File: config.mk
export PLATFORM = sky130hd
export DESIGN_NAME = rba_cell
export DESIGN_NICKNAME = d
export VERILOG_FILES = /design/src/rtl/core/rba_pkg.sv /design/src/rtl/core/rba_cell.sv
export SDC_FILE = /design/constraint.sdc
export NUM_CORES = 1
export LEC_CHECK = 0
export ABC_AREA = 0
export BUFFER_PORTS_ARGS = -buffer_cell sky130_fd_sc_hd__buf_4
export CORE_AREA = 2 2 135 269
export DETAILED_ROUTE_END_ITERATION = 8
export DIE_AREA = 0 0 137 271
export GPL_TIMING_DRIVEN = 0
export SYNTH_ARGS = -nofsm -noshare
export SYNTH_HDL_FRONTEND = slang
export SYNTH_SLANG_ARGS = --single-unit
File: constraint.sdc
create_clock -name clk -period 39.9 [get_ports clk]
set_input_delay 3.99 -clock clk [delete_from_list [all_inputs] [get_ports clk]]
set_output_delay 3.99 -clock clk [all_outputs]
set_load 0.1 [all_outputs]
File: src/rtl/core/rba_pkg.sv
`default_nettype none
package rba_pkg;

  localparam int TABLE_SLOTS_DEF = 16;

  localparam int MODE_W     = 2;
  localparam int ID_W       = 32;
  localparam int SIZE_W     = 48;
  localparam int CLM_W      = 32;
  localparam int MEM_W      = 48;
  localparam int MODS_W     = 5;
  localparam int INST_W     = 16;
  localparam int KIND_W     = 3;
  localparam int CFG_IDX_W  = 3;
  localparam int CFG_DATA_W = 48;
  localparam int HALF_MEM_W = MEM_W / 2;
  localparam int PROD_W     = INST_W + HALF_MEM_W;

  typedef enum logic [MODE_W-1:0] {
    MODE_ADMIT_MOD  = 2'd0,
    MODE_ADMIT_INST = 2'd1,
    MODE_REL_INST   = 2'd2,
    MODE_REL_MOD    = 2'd3
  } mode_t;

  localparam logic [KIND_W-1:0] KIND_NONE      = 3'd0;
  localparam logic [KIND_W-1:0] KIND_MODULES   = 3'd1;
  localparam logic [KIND_W-1:0] KIND_ARTIFACT  = 3'd2;
  localparam logic [KIND_W-1:0] KIND_CLAIMS    = 3'd3;
  localparam logic [KIND_W-1:0] KIND_INSTANCES = 3'd4;
  localparam logic [KIND_W-1:0] KIND_MEMORY    = 3'd5;
  localparam logic [KIND_W-1:0] KIND_UNKNOWN   = 3'd6;

  localparam logic [CFG_IDX_W-1:0] CFG_MAX_MODULES   = 3'd0;
  localparam logic [CFG_IDX_W-1:0] CFG_MAX_ARTIFACT  = 3'd1;
  localparam logic [CFG_IDX_W-1:0] CFG_MAX_CLAIMS    = 3'd2;
  localparam logic [CFG_IDX_W-1:0] CFG_MAX_INSTANCES = 3'd3;
  localparam logic [CFG_IDX_W-1:0] CFG_MAX_MEMORY    = 3'd4;

  typedef enum logic [2:0] {
    CELL_NOP   = 3'd0,
    CELL_ALLOC = 3'd1,
    CELL_INC   = 3'd2,
    CELL_DEC   = 3'd3,
    CELL_FREE  = 3'd4
  } cell_op_t;

  typedef struct packed {
    logic              vld;
    logic [ID_W-1:0]   id;
    logic              found;
    logic [CLM_W-1:0]  claims;
    logic [MEM_W-1:0]  mem;
    logic [INST_W-1:0] live;
    logic              has_free;
  } probe_t;

  typedef struct packed {
    cell_op_t         op;
    logic [ID_W-1:0]  handle;
    logic [CLM_W-1:0] claims;
    logic [MEM_W-1:0] mem;
  } cell_cmd_t;

endpackage
`default_nettype wire

File: src/rtl/core/rba_cell.sv
`default_nettype none
module rba_cell #(
  parameter int IDX_W    = 4,
  parameter int CELL_IDX = 0
) (
  input  wire                  clk,
  input  wire                  rst_n,
  input  rba_pkg::probe_t      tok_i,
  input  wire [IDX_W-1:0]      fidx_i,
  input  wire [IDX_W-1:0]      free_idx_i,
  output rba_pkg::probe_t      tok_o,
  output logic [IDX_W-1:0]     fidx_o,
  output logic [IDX_W-1:0]     free_idx_o,
  input  rba_pkg::cell_cmd_t   cmd_i,
  input  wire [IDX_W-1:0]      cmd_idx_i
);

  localparam logic [IDX_W-1:0] MyIdx = IDX_W'(CELL_IDX);

  logic                          valid_r;
  logic [rba_pkg::ID_W-1:0]      handle_r;
  logic [rba_pkg::CLM_W-1:0]     claims_r;
  logic [rba_pkg::MEM_W-1:0]     mem_r;
  logic [rba_pkg::INST_W-1:0]    live_r;

  rba_pkg::probe_t               tok_r, tok_nxt;
  logic [IDX_W-1:0]              fidx_r, fidx_nxt;
  logic [IDX_W-1:0]              free_idx_r, free_idx_nxt;
  logic                          hit;

  assign hit = (cmd_i.op != rba_pkg::CELL_NOP) && (cmd_idx_i == MyIdx);

  // match the lowest valid slot, pick the lowest free slot
  always_comb begin
    tok_nxt      = tok_i;
    fidx_nxt     = fidx_i;
    free_idx_nxt = free_idx_i;
    if (!tok_i.found && valid_r && handle_r == tok_i.id) begin
      tok_nxt.found  = 1'b1;
      tok_nxt.claims = claims_r;
      tok_nxt.mem    = mem_r;
      tok_nxt.live   = live_r;
      fidx_nxt       = MyIdx;
    end
    if (!tok_i.has_free && !valid_r) begin
      tok_nxt.has_free = 1'b1;
      free_idx_nxt     = MyIdx;
    end
  end

  always_ff @(posedge clk) begin
    fidx_r     <= fidx_nxt;
    free_idx_r <= free_idx_nxt;
    if (!rst_n) begin
      tok_r <= '0;
    end else begin
      tok_r <= tok_nxt;
    end
  end

  always_ff @(posedge clk) begin
    if (!rst_n) begin
      valid_r <= 1'b0;
    end else if (hit && cmd_i.op == rba_pkg::CELL_ALLOC) begin
      valid_r <= 1'b1;
    end else if (hit && cmd_i.op == rba_pkg::CELL_FREE) begin
      valid_r <= 1'b0;
    end
  end

  always_ff @(posedge clk) begin
    if (hit) begin
      case (cmd_i.op)
        rba_pkg::CELL_ALLOC: begin
          handle_r <= cmd_i.handle;
          claims_r <= cmd_i.claims;
          mem_r    <= cmd_i.mem;
          live_r   <= '0;
        end
        rba_pkg::CELL_INC: begin
          live_r <= live_r + rba_pkg::INST_W'(1);
        end
        rba_pkg::CELL_DEC: begin
          live_r <= live_r - rba_pkg::INST_W'(1);
        end
        rba_pkg::CELL_FREE: begin
          live_r <= '0;
        end
        default: begin
        end
      endcase
    end
  end

  assign tok_o      = tok_r;
  assign fidx_o     = fidx_r;
  assign free_idx_o = free_idx_r;

endmodule
`default_nettype wire

# == Word level (Yosys, flattened, before mapping) ==
# Index checks and enable logic that the tools add are counted.
# word_totals
register_bits,268
in_bits,260
output_inout_bits,139
elab_cells,42
# classes
addsub,2
n_eq_ne,5
n_mux,5
reduce_logical,16
# op_table
operator,count
$mux W97,1
$pmux W16 S3,1
$eq A32 B32 Y1,1
$add A16 B1 Y16 const B,1
$sub A16 B1 Y16 const B,1
$eq A3 B2 Y1 const B,2
$logic_and A1 B1 Y1,6
$reduce_bool A3 Y1,2
$logic_not A4 Y1,1
$reduce_and A2 Y1,2
$eq A3 B1 Y1 const B,1
$eq A3 B3 Y1 const B,1
$logic_not A1 Y1,3
$mux W1,3
$reduce_bool A2 Y1,1
$reduce_or A2 Y1,1

# == Longest topological paths before layout ==
# Gate-level depths: netlist of run 1.
# logic_depth
ltp_word,5
ltp_mapped,11
depth_no_buf,9

# == Least setup slack after synthesis of run 1 ==
# Ideal clock, no wire load.
# synth_timing
kind,input port to flip-flop
start,input port cmd_idx_i[1]
end,register claims_r[0] (netlist name) (enable)
setup_time_ns,0.895
arrival_time_ns,16.065
required_time_ns,39.005
path_slack_ns,22.940
cell_stages,2
path_buffers,0
cell_sequence,or4_1 nor4b_1
# synth_via
elab_chain_cells,3
# synth_lines
element,line,rtl
start: declaration,rba_cell.sv:15,input wire [IDX_W-1:0] cmd_idx_i
$logic_not A4 Y1,rba_cell.sv:31,assign hit = (cmd_i.op != rba_pkg::CELL_NOP) && (cmd_idx_i == MyIdx);
$logic_and A1 B1 Y1,rba_cell.sv:31,
$reduce_and A2 Y1 (no line),n/a,
end signal: assignment,rba_cell.sv:76,claims_r <= cmd_i.claims;
end: declaration,rba_cell.sv:22,logic [rba_pkg::CLM_W-1:0] claims_r;
# No other way between the ends.
# A chain may end at the register's enable or synchronous reset.

# == Worst setup path after layout of run 1 ==
# layout_timing
start,input port cmd_i[113] (netlist name)
end,register live_r[12] (netlist name) (data pin)
# layout_via
elab_chain_cells,3
word_cells_on_any_way,6
classes_between,eq/ne: 4; mux: 1; reduce/logical: 1
# layout_lines
element,line,rtl
start: declaration,rba_cell.sv:14,"input rba_pkg::cell_cmd_t cmd_i,"
$eq A3 B1 Y1 / $eq A3 B3 Y1 (equally long branches),rba_cell.sv:73,case (cmd_i.op)
$reduce_or A2 Y1 (no line),n/a,
$pmux W16 S3 (*),rba_cell.sv:73,
end signal: assignment,rba_cell.sv:81,live_r <= live_r + rba_pkg::INST_W'(1);
end signal: assignment,rba_cell.sv:84,live_r <= live_r - rba_pkg::INST_W'(1);
end: declaration,rba_cell.sv:24,logic [rba_pkg::INST_W-1:0] live_r;
# Mark *: on every way between the ends. The rest lies on a longest branch, timed or not.

==> run summary, run 1 <==
HP Class -> flop to flop
post-synthesis mux area share -> 0.0964
clock-pin slew on the worst setup and hold paths -> 0.06 ns
Pre-antenna DRT Iters -> 5
FF/Latch Area -> 6650 um2
syn_nets -> 1091
Sw Share -> 0.284
Max-Cap Viols -> 0
reg2reg path depth -> 7
unrepaired setup endpoints after global routing -> no
commonest cells after routing, fill and taps aside -> buf_4 (412), nand2_1 (199), dfxtp_1 (140), edfxtp_1 (128), mux2i_1 (97)
first-pass GRT wire length -> 46.6 mm
final wirelength -> 32.1 mm
dpl cells -> 1674
Via density -> 4.39
clock power share -> 0.367
NetSw -> 184 uW
Slew Viols, Final -> 0
Pwr Density -> 44.5 nW/um2
CTS tree -> built
overall power -> 649 uW
Internal -> 464 uW
Tcrit/Tclk final -> 0.160
#FFs+latches synth -> 268
Layout area overhead -> 44.6%
row count -> 97
CTS Root Cell -> clkbuf_16
CP required -> 40.19 ns
clock skew -> 0.0202 ns
fmax -> 156 MHz
routability cong. -> 0.851
starting density of the core -> 0.288
post-route ant nets -> 0
htree depth -> 1
largest net degree at the start of global routing -> 17
CP Class -> input pin to flop
Mapped Area -> 10100 um2
post-detail-place hpwl -> 25.5 mm
initial antenna violation count -> 3
critical path startpoint category -> input pin
fillers -> 3385
Post-Synth XOR/XNOR Area -> 0.0365
minimum clock period -> 6.40 ns
setup TNS -> 0 ns
Die Ht -> 271 um
crit end category -> flop
clk sinks -> 268
Hold Path Depth -> 2
Die Wd -> 137 um
warnings from Yosys -> 0
die area -> 37100 um2
worst vdd ir -> 0.0357 mV
most common cell after layout, fill and taps aside -> buf_4
drc violations -> 0
sequential power share -> 0.461
Net count, final -> 1532
syn avg cell area -> 12.3 um2
Core Area -> 35000 um2
Post-Layout Cell Count -> 1725
Initial DRC Count -> 223
crit path launch -> cmd_i[113]
dpl ws -> 32.94 ns
largest family of logic cells by synthesized area -> simple AND/OR/NAND/NOR gates
Slew headroom -> 0.384
Syn Inst Count -> 816
drt wl/cell -> 18.6 um
CTS Buf Count -> 26
outcome -> finished clean
PortBufs -> 396
Synth Area in Adders -> 0.0194
Top Ports -> 399
vias in the first global route -> 8087
clock latency on the worst-skew pair -> 0.55 ns
Hold Vio Cnt, Final -> 0
share of cells above drive strength 1 -> 0.363
tightest hold margin -> 0.511 ns
Final setup viols -> 0
CTS hold repair buffers -> 0
Netlist cell types -> 42
# resized after CTS -> 0
clk buf depth -> 3
area of the multi-input gates -> 3190 um2
Final WS setup -> 33.50 ns
total track usage -> 0.169
Logic pwr share -> 0.172
post-synthesis sequential area ratio -> 0.660
Synth Area in Simple Gates -> 0.127
GRT overflow -> 0
Hold Path Origin -> claims_r[21]
worst endpoint data arrival time -> 6.69 ns
Leak Pwr -> 6.14 nW
Synth Area in Compound Gates -> 0.0365
slew of the pin with the lowest slew margin -> 0.923 ns
Setup Fix Bufs, Post-CTS -> 0
CP Max Fanout -> 15
vias -> 7573
r2r startpoint -> live_r[0]
[critical path, cell delays in order]
cell and delay (ns):
clkbuf_1 0.26, nand3b_1 0.16, inv_1 0.47, ha_1 0.40
a211oi_1 0.38, nor4_1 0.14, nor2_1 0.25, mux2i_1 0.30
a21oi_1 0.11, a31o_2 0.22
[cell usage after synthesis (all sizes together)]
library cell,count,share of area
and3,1,0.00062
a2111oi,1,0.00099
nor4b,1,0.00087
o22ai,3,0.0019
o41a,1,0.0011
a21o,9,0.0067
nor2,26,0.0097
a31oi,1,0.00062
edfxtp,128,0.38
or4,1,0.00075
nand2,199,0.074
o221ai,1,0.00087
a211oi,6,0.0050
a221oi,1,0.00087
o31a,1,0.00087
nand3b,1,0.00075
xnor2,7,0.0061
fa,1,0.0020
o311a,1,0.00099
buf,11,0.011
inv,5,0.0019
o21ai,6,0.0030
xor2,35,0.030
nand4,3,0.0019
nor3,8,0.0045
nor4,7,0.0043
a31o,2,0.0017
clkbuf,31,0.012
and2,35,0.022
o21bai,2,0.0015
mux2i,97,0.096
nor2b,9,0.0056
o21a,7,0.0052
dfxtp,140,0.28
ha,14,0.017
o211ai,1,0.00075
nand3,4,0.0020
a21oi,9,0.0045
[metal layers]
layer / wire length [um] / up-vias / GRT usage
met2: 17500 / 304 / 0.321
met1: 11000 / 3513 / 0.169
li1: - / 3682 / -
met5: 0 / - / 0
met3: 2020 / 74 / 0.0304
met4: 1650 / 0 / 0.0890
[cell type report]
cell class | instances | area share
sequential | 268 | 0.456
multi-input combinational | 501 | 0.219
timing repair buffer | 413 | 0.213
clock buffer | 43 | 0.0511
tap | 445 | 0.0382
buffer | 42 | 0.0158
clock inverter | 5 | 0.00447
inverter | 5 | 0.00129
antenna | 3 | 0.000515
[registers in the layout (all words and copies together), names as in the netlist]
register and cells:
live_r 16, fidx_o 4, tok_o 131, claims_r 32, valid_r 1, mem_r 48
free_idx_o 4, handle_r 32
[path summary, 6_finish.rpt]
kind                      to  slack [ns]
setup / recovery  live_r[12]       33.50
hold / removal     tok_o[86]        0.51
setup reg to reg  live_r[12]       37.24
hold reg to reg    tok_o[86]        0.51
[power groups by stage]
stage	logic (mW)	registers, mW	clock network [mW]
finish	0.112	0.299	0.238
global route	0.117	0.300	0.257
CTS	0.113	0.299	0.247
detailed placement	0.113	0.305	0
global placement	0.111	0.305	0
floorplan	0.0174	0.360	0
[logic make-up after synthesis]
group	Yosys count
simple gates	295
fa+ha+maj	15
mux	97
flops	268
xor+xnor	42
compound gates	52
buf+inv	47
[per-stage QoR]
| stage | util | instance area [um2] |
|---|---|---|
| floorplan | - | 10100 |
| global route | 0.417 | 14600 |
| global placement | 0.389 | 13600 |
| CTS | 0.416 | 14600 |
| finish | 0.417 | 14600 |
| detailed placement | 0.393 | 13700 |
Power figures use the tool's default switching activity.
==> run 2, diff against run 1 <==
==> constraint.sdc (replaced) <==
create_clock -name clk -period 5.5 [get_ports clk]
set_input_delay 0.55 -clock clk [delete_from_list [all_inputs] [get_ports clk]]
set_output_delay 0.55 -clock clk [all_outputs]
set_load 0.1 [all_outputs]
==> run 2 against run 1 <==
Total power grew to 7.6 times the previous value. Global-route usage is essentially flat. Clock skew grew 0.0046 ns. Sequential cell count is the same. Highest routed layer unchanged. Largest power group unchanged.
==> run summary, run 2 (synthesized netlist as in run 1, its figures left out) <==
Final setup viols -> 0 (unchanged)
reg2reg path depth -> 7 (unchanged)
reg-to-reg slack, setup -> 2.91 ns (-34.33 ns)
Via density -> 4.39 (about the same)
Final WS setup -> 2.50 ns (-31.00 ns)
crit path launch -> cmd_i[113]
CP Max Fanout -> 15 (unchanged)
CP cell instances -> clkbuf_1 -> nand3b_1 -> inv_1 -> ha_1 -> a211oi_1 -> nor2_1 -> o41a_1 -> a211oi_2 -> o21a_1 -> o21ai_0
first-pass GRT wire length -> 46.3 mm (-0.61%)
Setup crit end -> live_r[15]
most common cell after layout, fill and taps aside -> buf_4
CTS tree -> built
commonest cells after routing, fill and taps aside -> buf_4 (397), nand2_1 (199), dfxtp_1 (140), edfxtp_1 (128), mux2i_1 (97)
unrepaired setup endpoints after global routing -> no
die area -> 37100 um2 (unchanged)
Pwr Density -> 337 nW/um2 (+660%)
Crit path max-delay family -> compound AO/OA/AOI/OAI gates
minimum clock period -> 3.00 ns
Initial DRC Count -> 229 (+2.7%)
vias in the first global route -> 7905 (-2.3%)
CTS hold repair buffers -> 0 (unchanged)
dpl cells -> 1666 (-0.48%)
clk sinks -> 268 (unchanged)
final wirelength -> 32.5 mm (+1.2%)
HP Class -> input pin to flop
fmax -> 334 MHz
post-route ant nets -> 0 (unchanged)
clock latency on the worst-skew pair -> 0.55 ns (about the same)
largest net degree at the start of global routing -> 17 (unchanged)
max incr delay on CP -> 0.46 ns (about the same)
routability cong. -> 0.878 (+3.1%)
share of cells above drive strength 1 -> 0.367 (+0.00465)
dpl ws -> 1.94 ns (-31.00 ns)
Die Ht -> 271 um (unchanged)
Leak Pwr -> 6.17 nW (+0.61%)
Setup Fix Bufs, Post-CTS -> 0 (unchanged)
Layout area overhead -> 45.6%
r2r startpoint -> live_r[0]
drc violations -> 0 (unchanged)
worst vdd ir -> 0.272 mV (+660%)
vias -> 7525 (-0.63%)
initial antenna violation count -> 1 (-2)
starting density of the core -> 0.288 (unchanged)
CP required -> 5.79 ns (-34.40 ns)
PortBufs -> 396 (unchanged)
Max stage delay cell, worst path -> inv_1
clock skew -> 0.0249 ns (+0.00464 ns)
GRT overflow -> 0 (unchanged)
WP depth -> 10 (unchanged)
clock-pin slew on the worst setup and hold paths -> 0.07 ns (about the same)
worst endpoint data arrival time -> 3.29 ns (-3.40 ns)
Max-Cap Viols -> 0 (unchanged)
Die Wd -> 137 um (unchanged)
Tcrit/Tclk final -> 0.545
area of the multi-input gates -> 3200 um2 (+0.27%)
row count -> 97 (unchanged)
outcome -> finished clean
drt wl/cell -> 19.0 um (+1.8%)
Hold Vio Cnt, Final -> 0 (unchanged)
slew of the pin with the lowest slew margin -> 0.938 ns (+0.0147 ns)
overall power -> 4.94 mW (+660%)
buffers and inverters on the worst path -> 2 (unchanged)
total track usage -> 0.169 (+0.000267)
post-detail-place hpwl -> 25.7 mm (+0.72%)
Post-Layout Cell Count -> 1715 (-0.58%)
Slew Viols, Final -> 0 (unchanged)
# resized after CTS -> 0 (unchanged)
CP Class -> input pin to flop
fillers -> 3387 (+0.059%)
crit end category -> flop
clk buf depth -> 3 (unchanged)
Largest register FFs -> 131 (unchanged)
htree depth -> 1 (unchanged)
Net count, final -> 1524 (-0.52%)
CTS Root Cell -> clkbuf_16
critical path startpoint category -> input pin
Top Ports -> 399 (unchanged)
Reg-to-Reg End -> live_r[12]
Core Area -> 35000 um2 (unchanged)
Pre-antenna DRT Iters -> 5 (unchanged)
FF/Latch Area -> 6650 um2 (unchanged)
Slew headroom -> 0.372 (-0.0118)
CTS Buf Count -> 26 (unchanged)
==> run 2: changes by cell type in the layout (fill, tap and decap cells not counted), moves of 4 or more <==
cell,before,now
buf_4,412,397
bufinv_16,1,5
clkinv_2,0,6
clkbuf_1,45,33
buf_6,11,17
==> run 2: routing by layer <==
layer | share of wire | GRT usage | routed length (um)
met1 | 0.33 | 0.165 | 10800
met2 | 0.57 | 0.334 | 18400
met3 | 0.068 | 0.0384 | 2230
met4 | 0.033 | 0.0616 | 1080
met5 | 0 | 0 | 0
==> run 2: final cells by class <==
type                    count  area share
flip-flops and latches    268       0.453
multi-input cells         501       0.218
repair buffers            405       0.210
clock buffers              31      0.0485
well taps                 445      0.0380
plain buffers              42      0.0157
clock inverters            17      0.0155
inverters                   5     0.00128
diodes                      1    0.000171
==> run 2: metrics by stage <==
stage	setup TNS (ns)	hold WS (ns)	util	area [um2]
2_1_floorplan	0	0.483	-	10100
3_3_place_gp	-226.44	0.487	0.390	13600
3_5_place_dp	0	0.496	0.393	13700
4_1_cts	0	0.131	0.420	14700
5_1_grt	0	0.138	0.420	14700
6_report	0	0.168	0.420	14700
==> run 2: power breakdown <==
part / total [mW] / switching [mW] / internal (mW) / leakage (nW)
clock: 1.96 / 0.799 / 1.16 / 0.458
sequential: 2.17 / 0.0188 / 2.15 / 2.32
combinational: 0.810 / 0.564 / 0.246 / 3.40
total: 4.94 / 1.38 / 3.56 / 6.17
==> run 2: how the worst min path moves through the flow <==
| stage | cells past startpoint | to | start | slack [ns] |
|---|---|---|---|---|
| final | 1 | handle_r[10] | cmd_i[90] | 0.17 |
| after global routing | 1 | handle_r[10] | cmd_i[90] | 0.14 |
| after CTS | 1 | handle_r[10] | cmd_i[90] | 0.13 |
| after detailed placement | 2 | tok_o[48] | mem_r[31] | 0.50 |
| after global placement | 2 | tok_o[50] | mem_r[33] | 0.49 |
| after floorplan | 2 | tok_o[17] | mem_r[0] | 0.48 |
